`config.mk`:
```
export PLATFORM = sky130hd
export DESIGN_NAME = float_add_sub
export DESIGN_NICKNAME = d
export VERILOG_FILES = /design/src/hdl/fadd_pkg.sv /design/src/hdl/fadd_core.sv /design/src/hdl/float_add_sub.sv
export SDC_FILE = /design/constraint.sdc
export NUM_CORES = 1
export LEC_CHECK = 0
export CORE_MARGIN = 3
export CORE_UTILIZATION = 60
export DETAILED_ROUTE_END_ITERATION = 10
export DONT_BUFFER_PORTS = 1
export GPL_TIMING_DRIVEN = 0
export HOLD_SLACK_MARGIN = 0.08
export MAX_ROUTING_LAYER = met4
export PLACE_DENSITY = 0.76
export SKIP_CTS_REPAIR_TIMING = 1
export SLEW_MARGIN = 20
export SYNTH_ARGS = -nofsm -noshare
export SYNTH_HDL_FRONTEND = slang
export SYNTH_SLANG_ARGS = --single-unit
```
`constraint.sdc`:
```
create_clock -name clk -period 17.8 [get_ports clk]
set_input_delay 4.45 -clock clk [delete_from_list [all_inputs] [get_ports clk]]
set_output_delay 4.45 -clock clk [all_outputs]
set_load 0.01 [all_outputs]
```
`src/hdl/fadd_pkg.sv`:
```
// package for the single-precision add/subtract block
// types and constants shared by fadd_core and float_add_sub
package fadd_pkg;
  localparam int unsigned WordW = 32;
  localparam int unsigned ExpW  = 8;
  localparam int unsigned FracW = 23;
  localparam int unsigned SumW  = 27;
  localparam int unsigned NormW = 26;
  localparam logic [4:0] ShiftClamp = 5'h1F;

  typedef enum logic {
    OP_ADD = 1'b0,
    OP_SUB = 1'b1
  } op_t;

  typedef struct packed {
    op_t              op;
    logic [WordW-1:0] a;
    logic [WordW-1:0] b;
  } req_t;
endpackage

```
`src/hdl/fadd_core.sv`:
```
// combinational add/subtract datapath: align, add, normalize, round
// depends on fadd_pkg
module fadd_core (
  input  fadd_pkg::req_t                 req,
  output logic [fadd_pkg::WordW-1:0]     sum_bits
);
  logic        sa, sb, same, a_le_b, pick_b, stk, carry, up, g, r, l;
  logic [7:0]  xa, xb, ea, eb, ehi;
  logic [8:0]  diff;
  logic [4:0]  sh;
  logic [23:0] ma, mb, mhi, mlo;
  logic [54:0] lo;
  logic [26:0] sum;
  logic [8:0]  ex;
  logic [25:0] norm, fin;
  logic [4:0]  lz;
  logic [9:0]  ef;
  logic [8:0]  eres, expo;
  logic [24:0] mres;
  logic [22:0] frac;
  logic        shi;

  always_comb begin
    sa = req.a[31];
    sb = req.b[31] ^ (req.op == fadd_pkg::OP_SUB);
    same = (sa == sb);
    xa = req.a[30:23];
    xb = req.b[30:23];
    ma = (xa == 8'd0) ? {1'b0, req.a[22:0]} : {1'b1, req.a[22:0]};
    mb = (xb == 8'd0) ? {1'b0, req.b[22:0]} : {1'b1, req.b[22:0]};
    ea = (xa == 8'd0) ? 8'd1 : xa;
    eb = (xb == 8'd0) ? 8'd1 : xb;
    a_le_b = (ea <= eb);
    diff = a_le_b ? ({1'b0, eb} - {1'b0, ea}) : ({1'b0, ea} - {1'b0, eb});
    sh = (diff > 9'd31) ? fadd_pkg::ShiftClamp : diff[4:0];
    pick_b = (sh == 5'd0) ? (ma <= mb) : a_le_b;
    mhi = pick_b ? mb : ma;
    mlo = pick_b ? ma : mb;
    ehi = pick_b ? eb : ea;
    shi = pick_b ? sb : sa;
    lo = {mlo, 31'd0} >> sh;
    stk = (lo[28:0] != 29'd0);
    sum = same ? ({1'b0, mhi, 2'b00} + {1'b0, lo[54:29]})
               : ({1'b0, mhi, 2'b00} - {1'b0, lo[54:29]});
    carry = sum[26];
    ex = carry ? ({1'b0, ehi} + 9'd1) : {1'b0, ehi};
    norm = carry ? sum[26:1] : sum[25:0];
    if (carry && sum[0]) stk = 1'b1;
    // leading-zero count over 26 bits
    lz = 5'd26;
    for (int i = 0; i < 26; i++) begin
      if (norm[i]) lz = 5'(25 - i);
    end
    ef = {1'b0, ex} - {5'd0, lz};
    if (!ef[9] && ef != 10'd0) begin
      fin = norm << lz;
      eres = ef[8:0];
    end else begin
      // stop normalizing at exponent zero
      fin = norm << (ex[5:0] - 6'd1);
      eres = 9'd0;
    end
    g = fin[1];
    r = fin[0];
    l = fin[2];
    up = (g && !r && !stk && l) || (g && !r && same && stk) || (g && r);
    mres = {1'b0, fin[25:2]} + {24'd0, up};
    if (mres[24]) begin
      expo = eres + 9'd1;
      frac = '0;
    end else if (mres[23:0] == 24'd0) begin
      expo = '0;
      frac = '0;
    end else begin
      expo = eres;
      frac = mres[22:0];
    end
    // exponent bit 8 folds into the sign
    sum_bits = {shi | expo[8], expo[7:0], frac};
  end
endmodule

```
`src/hdl/float_add_sub.sv`:
```
// top level of the single-precision add/subtract block
// depends on fadd_pkg and fadd_core
//
// One word per cycle: start may be high every cycle (busy stays low) and the result
// appears on out_sum_bits with out_valid once it has passed the input register, the
// single-pass datapath and the result register. The receiver cannot stall; results
// must be taken when out_valid is high. NaN/inf are not special.
module float_add_sub (
  input  logic                         clk,
  input  logic                         rst_n,
  input  logic                         start,
  output logic                         busy,
  input  logic                         in_op,
  input  logic [fadd_pkg::WordW-1:0]   in_operand_a,
  input  logic [fadd_pkg::WordW-1:0]   in_operand_b,
  output logic                         out_valid,
  output logic [fadd_pkg::WordW-1:0]   out_sum_bits
);
  fadd_pkg::req_t                 req_r;
  logic                           req_vld_r;
  logic [fadd_pkg::WordW-1:0]     sum_nxt, sum_r;
  logic                           vld_r;

  assign busy = 1'b0;

  always_ff @(posedge clk) begin
    if (!rst_n) begin
      req_vld_r <= 1'b0;
      vld_r     <= 1'b0;
    end else begin
      req_vld_r <= start && !busy;
      vld_r     <= req_vld_r;
    end
    if (start && !busy) begin
      req_r.op <= fadd_pkg::op_t'(in_op);
      req_r.a  <= in_operand_a;
      req_r.b  <= in_operand_b;
    end
    sum_r <= sum_nxt;
  end

  fadd_core u_core (
    .req      (req_r),
    .sum_bits (sum_nxt)
  );

  assign out_valid    = vld_r;
  assign out_sum_bits = sum_r;

  a_lat: assert property (@(posedge clk) disable iff (!rst_n)
    start && !busy |=> ##1 out_valid)
    else $error("result strobe missing");
  a_no_spur: assert property (@(posedge clk) disable iff (!rst_n)
    out_valid |-> $past(start && !busy, 2))
    else $error("unexpected result strobe");
  a_xmx: assert property (@(posedge clk) disable iff (!rst_n)
    req_vld_r && req_r.op == fadd_pkg::OP_SUB && req_r.a == req_r.b |=>
    out_sum_bits[30:0] == 31'd0)
    else $error("x - x not zero");
endmodule

```
## After elaboration in Yosys (flattened, before gate mapping)

Cells that the tools add are included.

| operators by class | value |
|---|---|
| multiplexer cells | 45 |
| bitwise logic cells | 2 |
| reductions and logical operators | 20 |
| $add $sub $neg | 9 |
| $lt $le $gt $ge | 3 |
| shift operators | 3 |
| equality and inequality tests | 1 |

Operators with widths:

| operator | number |
|---|---|
| $mux W24 | 4 |
| $mux W5 | 17 |
| $shr A55 B5 Y55 | 1 |
| $mux W26 | 2 |
| $mux W9 | 5 |
| $mux W4 | 8 |
| $reduce_bool A29 Y1 | 1 |
| $add A26 B26 Y27 | 1 |
| $mux W27 | 1 |
| $sub A26 B26 Y27 | 1 |
| $shl A26 B5 Y26 | 1 |
| $shl A26 B6 Y26 | 1 |
| $add A24 B1 Y25 | 1 |
| $le A24 B24 Y1 | 1 |
| $logic_not A24 Y1 | 1 |
| $mux W8 | 3 |
| $sub A8 B8 Y9 | 2 |
| $logic_not A8 Y1 | 2 |
| $reduce_bool A10 Y1 | 1 |
| $sub A9 B5 Y10 | 1 |
| $add A8 B1 Y9 const B | 1 |
| $add A9 B1 Y9 const B | 1 |
| $gt A9 B5 Y1 const B | 1 |
| $le A8 B8 Y1 | 1 |
| 11 further kinds | 24 |

| storage, ports and cells | value |
|---|---|
| output and inout bits | 34 |
| bits in registers | 99 |
| bits of input ports | 68 |

## Logic depth before layout (Yosys ltp)

| depth | value |
|---|---|
| depth after elaboration | 54 |
| gate-level depth with buffers | 82 |

## Hierarchy

A second synthesis with hierarchy kept.

| unflattened totals | value |
|---|---|
| cell total of the unflattened synthesis | 2073 |
| area total of the unflattened synthesis | 15169.5 um^2 |

Modules (own cells, without submodules):

| module | area each (um^2) | sequential area each (um^2) | cells an instance | instances |
|---|---|---|---|---|
| fadd_core | 12513.3 | 0.0 | 1970 | 1 |
| float_add_sub | 2656.3 | 2632.5 | 103 | 1 |

## Worst setup path before layout

Ideal clock, no wire load.

| timing path | value |
|---|---|
| path type | flip-flop to flip-flop |
| start | register req_r[24] in the netlist's numbering |
| end | register sum_r (netlist bit out_sum_bits[30]) |
| data arrival time | 16.054 ns |
| stages on the path, launching flop included | 80 |
| required time | 17.683 ns |
| library setup time | 0.117 ns |
| period minus slack after synthesis | 16.171 ns |
| buffers on the path | 13 |
| slack | 1.629 ns |
| path through | edfxtp_1 -> or4_1 -> nor2_1 -> nor2_1 -> inv_1 -> ha_1 -> fa_1 -> nor2b_4 -> o2111a_1 -> or4_4 -> a22oi_4 -> mux2i_1 -> nor3_2 -> a31oi_4 -> nor2_2 -> buf_2 -> clkbuf_1 -> clkbuf_1 -> [44 not listed] -> o21a_1 -> buf_6 -> buf_2 -> mux2i_1 -> or3_1 -> a211oi_1 -> ha_1 -> and4_1 -> o2111a_1 -> and4_1 -> buf_2 -> and4_4 -> and3_1 -> o2111ai_1 -> or4b_4 -> nor4_4 -> buf_6 -> o21ai_1 |

| between the ends | value |
|---|---|
| longest elaborated chain between the ends | 53 |
| elaborated cells on any way between the ends | 75 |
| those cells by class | add/sub (9); order compare (3); shift (3); mux (42); reduce/logical (18) |

Ends and longest elaborated chain:

| item | line | text |
|---|---|---|
| start: declaration | float_add_sub.sv:19 | `fadd_pkg::req_t req_r;` |
| $logic_not A8 Y1 | fadd_core.sv:30, fadd_core.sv:32 |  |
| $mux W8 | fadd_core.sv:32 | `eb = (xb == 8'd0) ? 8'd1 : xb;` |
| $sub A8 B8 Y9 or $le A8 B8 Y1 (tied branches) | fadd_core.sv:34, fadd_core.sv:33 |  |
| $mux W9 | fadd_core.sv:34 | `diff = a_le_b ? ({1'b0, eb} - {1'b0, ea}) : ({1'b0, ea} - {1'b0, eb});` |
| $gt A9 B5 Y1 | fadd_core.sv:35 | `sh = (diff > 9'd31) ? fadd_pkg::ShiftClamp : diff[4:0];` |
| $mux W5 | fadd_core.sv:35 |  |
| $logic_not A5 Y1 | fadd_core.sv:36 | `pick_b = (sh == 5'd0) ? (ma <= mb) : a_le_b;` |
| $mux W1 | fadd_core.sv:36 |  |
| [35 not listed] | - |  |
| $logic_not A1 Y1 | fadd_core.sv:66 | `up = (g && !r && !stk && l) \|\| (g && !r && same && stk) \|\| (g && r);` |
| $logic_and A1 B1 Y1 (3 in series) | fadd_core.sv:66 |  |
| $logic_or A1 B1 Y1 (2 in series) | fadd_core.sv:66 |  |
| $add A24 B1 Y25 | fadd_core.sv:67 | `mres = {1'b0, fin[25:2]} + {24'd0, up};` |
| $logic_not A24 Y1 | fadd_core.sv:71 | `end else if (mres[23:0] == 24'd0) begin` |
| $mux W9 | fadd_core.sv:71 |  |
| $mux W9 (*) | fadd_core.sv:68 | `if (mres[24]) begin` |
| via sum_nxt (one bit) | float_add_sub.sv:21 | `logic [fadd_pkg::WordW-1:0] sum_nxt, sum_r;` |
| end signal: assignment | float_add_sub.sv:39 | `sum_r <= sum_nxt;` |
| end: declaration | float_add_sub.sv:21 |  |

Mark *: on every way through the listed nets, which the timed path passes. The rest lies on a longest branch.
A chain may end at the register's enable or synchronous reset.

## Worst setup path in the final report

Same ends and word-level chain as after synthesis.

==> impl_results.md <==
* Post-Synth XOR/XNOR Area at 3.36%
* Worst Hold Class: reg2reg
* Number of flops mapped to enable cells by yosys at 65
* Worst path bufs/invs at 14
* Worst R2R Start: req_r[24]
* Syn-to-layout area delta at 8.43%
* Overall Power at 2.49 mW
* IO Count at 102
* CP max stage delay at 0.58 ns
* Root buf cell: clkbuf_16
* Crit Path Class: reg2reg
* Area leader, netlist: edfxtp_1
* Worst vdd ir at 0.0759 mV
* CP Capture Type: flip-flop
* Fraction of registers with async set/reset at 0%
* Synth Instances at 1,995
* DRC at 0
* Slowest CP cell: or4_4
* Total negative slack at 0 ns
* Seq/Total Area, Yosys at 17.7%
* I/O Buffers at 0
* Number of global-route vias before repair at 15,500
* DRT antenna net count at 0
* Vias at 17,100
* Routability cong. at 1.08
* Main area contributors after synthesis: edfxtp_1 13%, ha_1 8.4%, nand2_1 5.5%
* Horiz. Die Dim at 163 um
* YS warnings at 0
* Hold path startpoint: req_vld_r
* ANT cells at 0
* Initial core utilization at 62.2%
* Fin. max-slew vios at 0
* Fmax at 0.0576 GHz
* Initial antenna violation count at 0
* Leakage at 6.55 nW
* Area of the multi-input gates at 11,600 um^2
* Slew margin rel. at 22.1%
* Iteration count of the initial detailed-routing pass at 7
* Startpoint types: flip-flop
* Die area at 26,700 um^2
* Final WL at 57,600 um
* WP data arrival at 17.61 ns
* Avg WL per Cell at 24.5 um
* Flops & latches, synth at 99
* Main combinational cell family by area after synthesis: compound AO/OA/AOI/OAI gates
* Setup Skew at 0.0141 ns
* WP data required at 18.06 ns
* GRT Total Usage at 42.5%
* Post-synthesis compound-gate area fraction at 30.6%
* Place WS at -3.69 ns
* Final Hold Fails at 0
* Tcrit/Tclk final at 97.5%
* Post-synth top area share at 13.1%
* Core Region at 23,900 um^2
* Mapped Nets at 2,167
* Layout Nets at 2,205
* Reg2reg setup slack at 0.44 ns
* Final setup vio count at 0
* Fillers at 2,013
* PnR worst setup slack at 0.444 ns
* Synth Flop Type: edfxtp_1
* Critical path peak fanout at 10
* Worst Max-Slew Pin Slew at 1.16 ns
* Status: completed
* Cts bufs inserted at 9
* Area share of fa/ha/maj cells after synthesis at 8.95%
* Global route overflow at 0
* Seq. cell area at 2630 um^2
* Worst-Skew Late Latency at 0.37 ns
* Distinct cells, synth at 121
* CTS tree: done
* Most common cell on crit path: nand2_1
* Reg2reg path depth at 79
* Sink Count at 99
* Post-detail-place hpwl at 45,600 um
* Multiplexer area fraction after synthesis at 7.07%
* CTS clk-pin slew, worst paths at 0.08 ns
* Post-Synthesis Cell Area at 14,900 um^2
* Vias per cell at 7.25
* Mean Syn Cell Area at 7.46 um^2
* R2r endpoint: out_sum_bits[30]
* Cell area power density at 155 nW/um^2
* CTS max path bufs at 2
* WHS Path Cells at 1
* Area share of and/or/nand/nor cells after synthesis at 25.9%
* DIE HEIGHT at 163 um
* H-tree Lvls at 3
* Period minus WS final at 17.36 ns
* WHS at 0.483 ns
* Pin count of the biggest net entering global routing at 67
* Max-cap violation count at 0
* Cell family with most CP delay: simple AND/OR/NAND/NOR gates
* Min-Delay Endpoint: out_valid
* First-pass GRT wire length at 87,000 um
* Rows at 56
* Iter 0 DRT Violations at 2,790
* Layout cells sized above 1 at 12.0%
[final cells by class]
| cell class | count | share of cell area, % |
|---|---|---|
| multi-input cells | 1665 | 71.7 |
| flip-flops and latches | 99 | 16.3 |
| plain buffers | 116 | 3.71 |
| inverters | 112 | 2.61 |
| well taps | 319 | 2.47 |
| clock buffers | 9 | 1.40 |
| repair buffers | 30 | 1.40 |
| clock inverters | 7 | 0.419 |
[through the flow]
stage | instance area, um^2 | std cells | util, %
CTS | 15600 | 2330 | 65.1
global placement | 15300 | 2314 | 63.9
detailed placement | 15300 | 2314 | 63.9
floorplan | 14900 | 1995 | -
finish | 16100 | 2357 | 67.5
global route | 16100 | 2357 | 67.5
[power breakdown]
group / switching (mW) / internal [mW]
sequential: 0.0504 / 0.303
clock: 0.102 / 0.0988
combinational: 1.26 / 0.676
[kinds of logic after synthesis]
family	after synthesis
muxes	92
buffers and inverters	231
other	1
DFF	99
AOI/OAI and AO/OA	644
adders and majority gates	104
xor gates and xnor gates	57
and+or+nand+nor	767
[Yosys cell counts, types with 9 or more instances]
cell type	instances
a311oi_1	9
ha_1	100
xnor2_1	35
and2_1	15
o211ai_1	38
a211oi_1	23
mux2_2	11
a21o_1	40
nand2b_1	17
edfxtp_1	65
xor2_1	22
or3_1	27
nor2b_1	17
o31ai_1	15
o21ai_1	14
o21bai_1	15
clkbuf_1	76
and3_1	20
nand3_1	64
a21oi_1	125
a22oi_1	11
or2_2	17
a211o_1	10
nand4_1	47
a31oi_1	29
o22ai_1	9
nor3_1	62
o21ai_0	136
buf_2	25
nor2_1	182
buf_4	9
or4_1	10
o221ai_1	9
mux2i_1	68
nor4_1	19
inv_1	111
nand2_1	219
dfxtp_1	34
o31a_1	9
o21a_1	16
[how the worst max path moves through the flow]
stage / cells past startpoint / start / slack, ns / to
3_3_place_gp: 76 / req_r[26] / -3.50 / out_sum_bits[30]
6_report: 79 / req_r[24] / 0.44 / out_sum_bits[30]
5_1_grt: 79 / req_r[24] / -0.13 / out_sum_bits[30]
4_1_cts: 76 / req_r[26] / -3.80 / out_sum_bits[30]
3_5_place_dp: 76 / req_r[26] / -3.69 / out_sum_bits[30]
2_1_floorplan: 79 / req_r[24] / 1.63 / out_sum_bits[30]
[sequential cells by signal, indices dropped and copies added (netlist names)]
register and cells:
req_vld_r 1, req_r 65, out_valid 1, out_sum_bits 32
[per-layer routing]
metal	GRT usage, %	vias up	share of wire (%)
met3	9.41	264	12
li1	-	7537	-
met4	19.0	0	5.8
met5	-	-	0
met2	64.4	1352	43
met1	54.4	7933	39
[worst reg2reg max path: cells and delay by family, from the launching register on]
| family | cells | cell delay, ns |
|---|---|---|
| and+or+nand+nor | 30 | 6.43 |
| AOI/OAI and AO/OA | 25 | 4.99 |
| buffers and inverters | 14 | 2.42 |
| adders and majority gates | 5 | 1.59 |
| muxes | 3 | 0.77 |
| xor gates and xnor gates | 2 | 0.59 |
| DFF | 1 | 0.45 |
[layout by cell type (no fill, tap or decap), types with 19 or more instances in the layout]
cell type	instances
mux2i_1	65
and3_1	20
edfxtp_1	65
buf_2	19
nand3_1	64
a21o_1	40
a31oi_1	27
nand4_1	47
o21ai_0	129
buf_4	42
clkbuf_1	62
dfxtp_1	34
nor4_1	19
nor2_1	178
ha_1	94
a21oi_1	119
nor3_1	61
or3_1	27
xnor2_1	34
nand2_1	219
o211ai_1	38
inv_1	111
o21ai_1	20
a211oi_1	20
(Power assumes the default switching activity.)
